### src/rtl/pulldown_field_mapper_defines.svh
// Assertion macros shared by the pulldown field mapper RTL.
`ifndef PULLDOWN_FIELD_MAPPER_DEFINES_SVH
`define PULLDOWN_FIELD_MAPPER_DEFINES_SVH

`ifndef SYNTHESIS

// Same-cycle implication, checked on clk and quiet during reset.
`define PFM_ASSERT_NOW(name, ante, cons) \
    name: assert property (@(posedge clk) disable iff (!rst_n) (ante) |-> (cons)) \
        else $error("pulldown_field_mapper: check failed");

// Next-cycle implication, checked on clk and quiet during reset.
`define PFM_ASSERT_NEXT(name, ante, cons) \
    name: assert property (@(posedge clk) disable iff (!rst_n) (ante) |=> (cons)) \
        else $error("pulldown_field_mapper: check failed");

`else

`define PFM_ASSERT_NOW(name, ante, cons)
`define PFM_ASSERT_NEXT(name, ante, cons)

`endif

`endif

### src/rtl/pfm_pkg.sv
// Types and constants shared by the pulldown field mapper modules.
package pfm_pkg;

    // Width of the source index fields on the result port.
    localparam int SRC_BITS = 24;

    // Default width of the coded picture counter.
    localparam int INDEX_BITS_DEFAULT = 24;

    // Field mode register codes; code three behaves as normal.
    localparam logic [1:0] MODE_NORMAL = 2'd0;
    localparam logic [1:0] MODE_FILM   = 2'd1;
    localparam logic [1:0] MODE_RAW    = 2'd2;

    // Repeat balance thresholds before and after cadence lock.
    localparam logic signed [3:0] LOCK_SEEK = 4'sd3;
    localparam logic signed [3:0] LOCK_KEEP = 4'sd5;

    // Largest number of entries one coded picture produces.
    localparam int MAX_ENTRIES = 3;

    // Flags of one coded picture.
    typedef struct packed {
        logic top_first;
        logic repeat_first;
        logic progressive_group;
    } item_t;

    // One display-frame entry.
    typedef struct packed {
        logic [SRC_BITS-1:0] top_src;
        logic [SRC_BITS-1:0] bot_src;
        logic                err;
    } entry_t;

    // All entries produced by one coded picture, first entry in slot zero.
    typedef struct packed {
        logic [1:0]                   count;
        entry_t [MAX_ENTRIES-1:0]     ent;
    } batch_t;

endpackage

### src/rtl/pulldown_field_mapper.sv
// Top level of the pulldown field mapper: ports, input register, configuration.
`include "pulldown_field_mapper_defines.svh"

// Takes one coded picture per input transaction and gives zero to three
// display-frame entries, each naming the coded picture behind its top and
// bottom field, with last set on the final entry of a picture. A picture is
// mapped while it sits in the input register after its transaction, moves
// into the result buffer once that buffer is free, and its first entry is
// offered from then on. The single result port drains one entry a cycle
// while out_stall is low, and the input register takes the next picture
// while the entries of the one before drain. field_mode is to be written
// through the cfg port (always ready) only while no picture is in flight;
// the block itself does not enforce this. After a force-film error the
// block gives no further entries until reset.
module pulldown_field_mapper #(
    parameter int INDEX_BITS = pfm_pkg::INDEX_BITS_DEFAULT
) (
    input  logic                         clk,
    input  logic                         rst_n,
    input  logic                         cfg_valid,
    output logic                         cfg_ready,
    input  logic [1:0]                   cfg_data,
    input  logic                         in_valid,
    output logic                         in_stall,
    input  logic                         top_first,
    input  logic                         repeat_first,
    input  logic                         progressive_group,
    output logic                         out_valid,
    input  logic                         out_stall,
    output logic [pfm_pkg::SRC_BITS-1:0] top_source,
    output logic [pfm_pkg::SRC_BITS-1:0] bottom_source,
    output logic                         mode_error,
    output logic                         last
);
    import pfm_pkg::*;

    logic [1:0] field_mode_reg;
    logic       in_vld_reg, in_vld_next;
    item_t      item_reg;
    logic       accept;
    logic       move;
    logic       buf_free;
    batch_t     batch;
    entry_t     head;

    // Configuration register.
    assign cfg_ready = 1'b1;

    always_ff @(posedge clk or negedge rst_n)
    begin
        if (!rst_n)
            field_mode_reg <= MODE_NORMAL;
        else if (cfg_valid && cfg_ready)
            field_mode_reg <= cfg_data;
    end

    // Input register: a picture moves on once the result buffer can take it.
    assign move     = in_vld_reg && buf_free;
    assign in_stall = in_vld_reg && !move;
    assign accept   = in_valid && !in_stall;

    always_comb
    begin
        if (accept)
            in_vld_next = 1'b1;
        else if (move)
            in_vld_next = 1'b0;
        else
            in_vld_next = in_vld_reg;
    end

    always_ff @(posedge clk or negedge rst_n)
    begin
        if (!rst_n)
            in_vld_reg <= 1'b0;
        else
            in_vld_reg <= in_vld_next;
    end

    always_ff @(posedge clk)
    begin
        if (accept)
        begin
            item_reg.top_first         <= top_first;
            item_reg.repeat_first      <= repeat_first;
            item_reg.progressive_group <= progressive_group;
        end
    end

    // Mapping state and entry computation.
    pfm_core #(
        .INDEX_BITS (INDEX_BITS)
    ) u_core (
        .clk        (clk),
        .rst_n      (rst_n),
        .field_mode (field_mode_reg),
        .item_valid (move),
        .item       (item_reg),
        .batch      (batch)
    );

    // Result buffer.
    pfm_out_buf u_out_buf (
        .clk       (clk),
        .rst_n     (rst_n),
        .load      (move),
        .batch     (batch),
        .free      (buf_free),
        .out_valid (out_valid),
        .out_stall (out_stall),
        .head      (head),
        .head_last (last)
    );

    assign top_source    = head.top_src;
    assign bottom_source = head.bot_src;
    assign mode_error    = head.err;

    // An entry that is not the last of its picture is followed by another.
    `PFM_ASSERT_NEXT(a_more_after_not_last, out_valid && !last && !out_stall, out_valid)
    // After the last entry leaves, nothing shows unless a picture moved in.
    `PFM_ASSERT_NEXT(a_idle_after_last, out_valid && last && !out_stall && !move, !out_valid)
    // The force-film error is a lone entry and nothing follows it.
    `PFM_ASSERT_NOW(a_error_alone, out_valid && mode_error, last)
    `PFM_ASSERT_NEXT(a_halt_after_error, out_valid && mode_error && !out_stall, !out_valid)

endmodule

### src/rtl/pfm_core.sv
// Field mapping state and the per-picture entry computation.
module pfm_core #(
    parameter int INDEX_BITS = pfm_pkg::INDEX_BITS_DEFAULT
) (
    input  logic           clk,
    input  logic           rst_n,
    input  logic [1:0]     field_mode,
    input  logic           item_valid,
    input  pfm_pkg::item_t item,
    output pfm_pkg::batch_t batch
);
    import pfm_pkg::*;

    logic [INDEX_BITS-1:0] idx_reg, idx_next;
    logic [INDEX_BITS-1:0] held_top_reg, held_top_next;
    logic [INDEX_BITS-1:0] held_bot_reg, held_bot_next;
    logic                  top_held_reg, top_held_next;
    logic                  bot_held_reg, bot_held_next;
    logic signed [3:0]     bal_reg, bal_next;
    logic                  locked_reg, locked_next;
    logic                  halted_reg, halted_next;

    // Entry computation and next state for the picture in the input register.
    always_comb
    begin
        logic                  rff;
        logic signed [3:0]     bal_sum;
        logic signed [3:0]     limit;
        logic [SRC_BITS-1:0]   cur;
        entry_t                e_cur;
        entry_t                e_none;

        rff     = item.repeat_first && (field_mode != MODE_RAW);
        bal_sum = bal_reg + (rff ? -4'sd1 : 4'sd1);
        limit   = locked_reg ? LOCK_KEEP : LOCK_SEEK;
        cur     = SRC_BITS'(idx_reg);
        e_cur   = '{top_src: cur, bot_src: cur, err: 1'b0};
        e_none  = '{top_src: '0, bot_src: '0, err: 1'b0};

        idx_next      = idx_reg + INDEX_BITS'(1);
        held_top_next = held_top_reg;
        held_bot_next = held_bot_reg;
        top_held_next = top_held_reg;
        bot_held_next = bot_held_reg;
        bal_next      = bal_reg;
        locked_next   = locked_reg;
        halted_next   = halted_reg;
        batch.count   = 2'd0;
        batch.ent     = {MAX_ENTRIES{e_none}};

        if (halted_reg)
        begin
            idx_next = idx_reg;
        end
        else if (field_mode == MODE_FILM)
        begin
            if (item.progressive_group)
            begin
                // Progressive material cannot be forced to film: halt.
                halted_next      = 1'b1;
                idx_next         = idx_reg;
                batch.count      = 2'd1;
                batch.ent[0]     = '{top_src: '0, bot_src: '0, err: 1'b1};
            end
            else if (bal_sum == limit)
            begin
                // Too few repeats seen: drop this frame.
                bal_next    = 4'sd0;
                locked_next = 1'b1;
            end
            else
            begin
                batch.count  = 2'd1;
                batch.ent[0] = e_cur;
                bal_next     = bal_sum;
                if (bal_sum == -limit)
                begin
                    // Too many repeats seen: show this frame twice.
                    bal_next     = 4'sd0;
                    locked_next  = 1'b1;
                    batch.count  = 2'd2;
                    batch.ent[1] = e_cur;
                end
            end
        end
        else if (item.progressive_group)
        begin
            // Whole frames: one, two with a repeat, three when top field first too.
            batch.ent   = {MAX_ENTRIES{e_cur}};
            batch.count = rff ? (item.top_first ? 2'd3 : 2'd2) : 2'd1;
        end
        else
        begin
            // Interlaced picture finishes any half entry it can.
            if (top_held_reg)
            begin
                batch.ent[0] = '{top_src: SRC_BITS'(held_top_reg), bot_src: cur, err: 1'b0};
                held_top_next = idx_reg;
            end
            else if (bot_held_reg)
            begin
                batch.ent[0] = '{top_src: cur, bot_src: SRC_BITS'(held_bot_reg), err: 1'b0};
                held_bot_next = idx_reg;
            end
            else
            begin
                batch.ent[0] = e_cur;
            end
            batch.count = 2'd1;

            // A repeated field is held for a later entry.
            if (rff)
            begin
                if (item.top_first)
                begin
                    held_top_next = idx_reg;
                    top_held_next = 1'b1;
                end
                else
                begin
                    held_bot_next = idx_reg;
                    bot_held_next = 1'b1;
                end
                if (top_held_next && bot_held_next)
                begin
                    batch.count  = 2'd2;
                    batch.ent[1] = '{top_src: SRC_BITS'(held_top_next),
                                     bot_src: SRC_BITS'(held_bot_next), err: 1'b0};
                    top_held_next = 1'b0;
                    bot_held_next = 1'b0;
                end
            end
        end
    end

    // State update once per picture taken from the input register.
    always_ff @(posedge clk or negedge rst_n)
    begin
        if (!rst_n)
        begin
            idx_reg      <= '0;
            held_top_reg <= '0;
            held_bot_reg <= '0;
            top_held_reg <= 1'b0;
            bot_held_reg <= 1'b0;
            bal_reg      <= 4'sd0;
            locked_reg   <= 1'b0;
            halted_reg   <= 1'b0;
        end
        else if (item_valid)
        begin
            idx_reg      <= idx_next;
            held_top_reg <= held_top_next;
            held_bot_reg <= held_bot_next;
            top_held_reg <= top_held_next;
            bot_held_reg <= bot_held_next;
            bal_reg      <= bal_next;
            locked_reg   <= locked_next;
            halted_reg   <= halted_next;
        end
    end

endmodule

### src/rtl/pfm_out_buf.sv
// Result buffer that hands out the entries of one picture, one per transaction.
module pfm_out_buf (
    input  logic             clk,
    input  logic             rst_n,
    input  logic             load,
    input  pfm_pkg::batch_t  batch,
    output logic             free,
    output logic             out_valid,
    input  logic             out_stall,
    output pfm_pkg::entry_t  head,
    output logic             head_last
);
    import pfm_pkg::*;

    entry_t [MAX_ENTRIES-1:0] ent_reg;
    logic [1:0]               cnt_reg, cnt_next;
    logic                     pop;

    assign out_valid = (cnt_reg != 2'd0);
    assign pop       = out_valid && !out_stall;
    assign free      = (cnt_reg == 2'd0) || ((cnt_reg == 2'd1) && !out_stall);
    assign head      = ent_reg[0];
    assign head_last = (cnt_reg == 2'd1);

    // Entry count: reload on a new batch, count down on each transaction.
    always_comb
    begin
        if (load)
            cnt_next = batch.count;
        else if (pop)
            cnt_next = cnt_reg - 2'd1;
        else
            cnt_next = cnt_reg;
    end

    always_ff @(posedge clk or negedge rst_n)
    begin
        if (!rst_n)
            cnt_reg <= 2'd0;
        else
            cnt_reg <= cnt_next;
    end

    // Entry slots shift toward the head as entries leave.
    always_ff @(posedge clk)
    begin
        if (load)
        begin
            ent_reg <= batch.ent;
        end
        else if (pop)
        begin
            ent_reg[0] <= ent_reg[1];
            ent_reg[1] <= ent_reg[2];
        end
    end

endmodule

### config.mk
export PLATFORM = sky130hd
export DESIGN_NAME = pulldown_field_mapper
export DESIGN_NICKNAME = d
export VERILOG_FILES = /design/src/rtl/pfm_pkg.sv /design/src/rtl/pulldown_field_mapper.sv /design/src/rtl/pfm_core.sv /design/src/rtl/pfm_out_buf.sv
export VERILOG_INCLUDE_DIRS = /design/src /design/src/rtl
export SDC_FILE = /design/constraint.sdc
export NUM_CORES = 1
export LEC_CHECK = 0
export BUFFER_PORTS_ARGS = -buffer_cell sky130_fd_sc_hd__buf_2
export CORE_ASPECT_RATIO = 1.1
export CORE_MARGIN = 10
export CORE_UTILIZATION = 50
export CTS_BUF_LIST = sky130_fd_sc_hd__clkbuf_4 sky130_fd_sc_hd__clkbuf_8 sky130_fd_sc_hd__clkbuf_16
export CTS_CLUSTER_DIAMETER = 60
export DETAILED_ROUTE_END_ITERATION = 8
export PLACE_DENSITY = 0.68
export RECOVER_POWER = 100
export SLEW_MARGIN = 20
export SYNTH_ARGS = -nofsm -noshare
export SYNTH_HDL_FRONTEND = slang
export SYNTH_SLANG_ARGS = --single-unit
### constraint.sdc
create_clock -name clk -period 22 [get_ports clk]
set_input_delay 3.3 -clock clk [delete_from_list [all_inputs] [get_ports clk]]
set_output_delay 3.3 -clock clk [all_outputs]
set_load 0.01 [all_outputs]
==> flow_summary.json <==
{
  "grt_max_degree": 93,
  "clockBufferDepth": 3,
  "grt_pass1_wl_mm": 36.6,
  "avgSynthCellArea_sq_um": 12.0,
  "row_count": 55,
  "final_core_util": 0.537,
  "area_growth_pct": 6.31,
  "finalSetupViolCount": 0,
  "tightest_slew_ns": 4.21,
  "period_needed_ns": 10.22,
  "die-area_sq_mm": 0.0269,
  "end_kind": "flop",
  "multi_input_area_sq_mm": 0.00370,
  "leakage_nw": 4.17,
  "crit_fanout": 36,
  "cts_made_buffers": 23,
  "gp_congestion": 0.794,
  "seq_area_frac_synth": 0.565,
  "seqCellArea_sq_mm": 0.00585,
  "die_height_microns": 171,
  "synthesis.instances": 863,
  "synth_edf_count": 124,
  "skew_ns": 0.0169,
  "largest_register_ffs": 72,
  "synth_ff_type": "edfxtp_1",
  "cp.depth": 7,
  "clk_latency_ns": 0.50,
  "rsz0062_at_grt": "false",
  "vias_per_cell": 6.07,
  "drtPass1Iterations": 5,
  "dp_hpwl_mm": 13.2,
  "initial_core_util": 0.505,
  "hold_depth": 2,
  "cts_sinks": 209,
  "required_ns": 22.24,
  "slew_violations": 409,
  "n_fill_cell": 1795,
  "max_stage_delay_ns": 3.00,
  "diodes": 0,
  "overflow": 0,
  "clk_pin_slew_ns": 0.06,
  "hold_path.class": "flop to flop",
  "cp-start-kind": "primary input",
  "drcViolationCount": 0,
  "synth_commonest_cells": "edfxtp_1 (124), dfrtp_1 (85), a22oi_1 (77)",
  "tns_ns": 0,
  "postCtsSetupRepairBufs": 0,
  "htreeDepth": 1,
  "gr-usage-all-layers": 0.168,
  "crit_family": "compound AO/OA/AOI/OAI gates",
  "critPathArrivalTime_ns": 10.46,
  "synth.distinct_cells": 75,
  "pre_cts_slack_ns": 14.70,
  "violations": "capacitance limit, slew limit",
  "wl_per_cell_microns": 20.5,
  "grt_antenna_before_repair": 0,
  "synth_top_cell_area_share": 0.360,
  "dr.first_iter.drc_count": 622,
  "fp.coreArea_sq_mm": 0.0205,
  "post_cts_resized": 0,
  "synth.area.top_cells": "edfxtp_1 (36%), dfrtp_1 (21%), a22oi_1 (5.6%)",
  "synth_top_area_cell": "edfxtp_1",
  "r2r_cells": 8,
  "cp_cell_sequence": "clkbuf_1 > nor2b_1 > o21ai_4 > clkbuf_1 > nor2_1 > o21ai_0 > a22oi_1",
  "relSlewSlack": -1.84,
  "status": "finished, violations left",
  "cts_tree": "done",
  "pin_count": 63,
  "setup_slack_ns": 11.78,
  "crit_top_cell": "clkbuf_1",
  "synthesis.area_sq_mm": 0.0104,
  "io_buffers": 61,
  "hold_viol_final": 0,
  "wl_mm": 22.7,
  "synth_seq_cells": 209,
  "cts-root-buf": "clkbuf_16",
  "die_x_microns": 157,
  "power_w": 0.00137,
  "criticalPathCategory": "primary input to flop",
  "power_density_mw_per_mm2": 124,
  "fin_crit_sh": 0.465,
  "grt_pass1_vias": 6751,
  "vias": 6740,
  "irDropWorstVdd_mv": 0.0883,
  "syn_nets": 878,
  "crit_slowest_cell": "o21ai_0",
  "ys_async_sr_fraction": 0.407,
  "max_freq_mhz": 97.8,
  "cap_viol_max_count": 9,
  "yosys_warnings": 0,
  "hold_buffers": 0,
  "fin_nets": 853,
  "yosysMostFrequentCell": "edfxtp_1",
  "final_layout_size_suffix_gt1_frac": 0.142,
  "cp_num_buf_inv": 2,
  "final_antenna_net_count": 0
}
==> cells in the final DEF (no fill, tap or decap), types with 4 or more instances in the layout <==
cell type and count:
clkbuf_1 61, mux2_2 31, edfxtp_1 124, nand2_1 72, buf_2 7, mux2_1 20, o211ai_1 25, nand3_1 20
and2_0 10, a22oi_2 17, nand2b_1 6, xnor2_1 17, a22o_1 25, clkbuf_8 4, o21ai_0 60, nor4_1 6
inv_1 15, ha_1 5, a22oi_1 77, nor3_1 10, buf_4 6, clkbuf_16 23, xor2_1 9, a21oi_1 8
nor2_1 24, and2_1 12, clkbuf_4 7, dfrtp_1 85
==> stage by stage <==
stage | hold WS, ns | instances | area (sq um)
global route | 0.519 | 1110 | 11000
finish | 0.491 | 1110 | 11000
detailed placement | 0.482 | 1069 | 10400
CTS | 0.496 | 1110 | 11200
floorplan | 0.455 | 863 | 10400
global placement | 0.487 | 1069 | 10400
==> worst paths after layout <==
path,to,slack [ns],start
setup / recovery,u_out_buf.ent_reg[50],11.78,out_stall
hold / removal,u_core.bal_reg[2],0.49,u_core.bal_reg[2]
setup reg to reg,u_out_buf.ent_reg[50],13.99,u_out_buf.cnt_reg[1]
hold reg to reg,u_core.bal_reg[2],0.49,u_core.bal_reg[2]
max in group asynchronous,u_core.held_top_reg[18],14.54,rst_n
min in group asynchronous,u_core.held_top_reg[4],3.02,rst_n
==> cell type report <==
| type | instances | area share |
|---|---|---|
| flip-flops and latches | 209 | 0.531 |
| multi-input cells | 514 | 0.336 |
| clock buffers | 34 | 0.0621 |
| well taps | 256 | 0.0291 |
| repair buffers | 74 | 0.0281 |
| clock inverters | 7 | 0.00818 |
| inverters | 16 | 0.00546 |
==> tightest hold or removal path, stage by stage (launching register included) <==
cell	delay [ns]
dfrtp_1	0.35
nand2_1	0.05
o31ai_1	0.05
==> routing by layer <==
layer | vias to the layer above | global-route usage | routed length [microns] | share of wire
met3 | 36 | 0.0319 | 1400 | 0.062
met1 | 3389 | 0.224 | 9950 | 0.44
li1 | 3108 | - | - | -
met4 | 0 | 0.0509 | 510 | 0.022
met2 | 207 | 0.273 | 10900 | 0.48
met5 | - | 0 | 0 | 0
==> where the power goes <==
group / switching (W) / total [W] / internal [W]
registers: 0.0000389 / 0.000628 / 0.000589
logic: 0.000236 / 0.000353 / 0.000117
clock network: 0.000149 / 0.000387 / 0.000238
total: 0.000423 / 0.00137 / 0.000944
==> cell families after synthesis <==
logic type                 synth area share
xor gates and xnor gates             0.0220
muxes                                0.0564
other                              0.000362
DFF                                   0.565
and+or+nand+nor                      0.0912
adders and majority gates           0.00604
AOI/OAI and AO/OA                     0.182
buffers and inverters                0.0768
No activity file was read; power rests on OpenSTA's default activity.
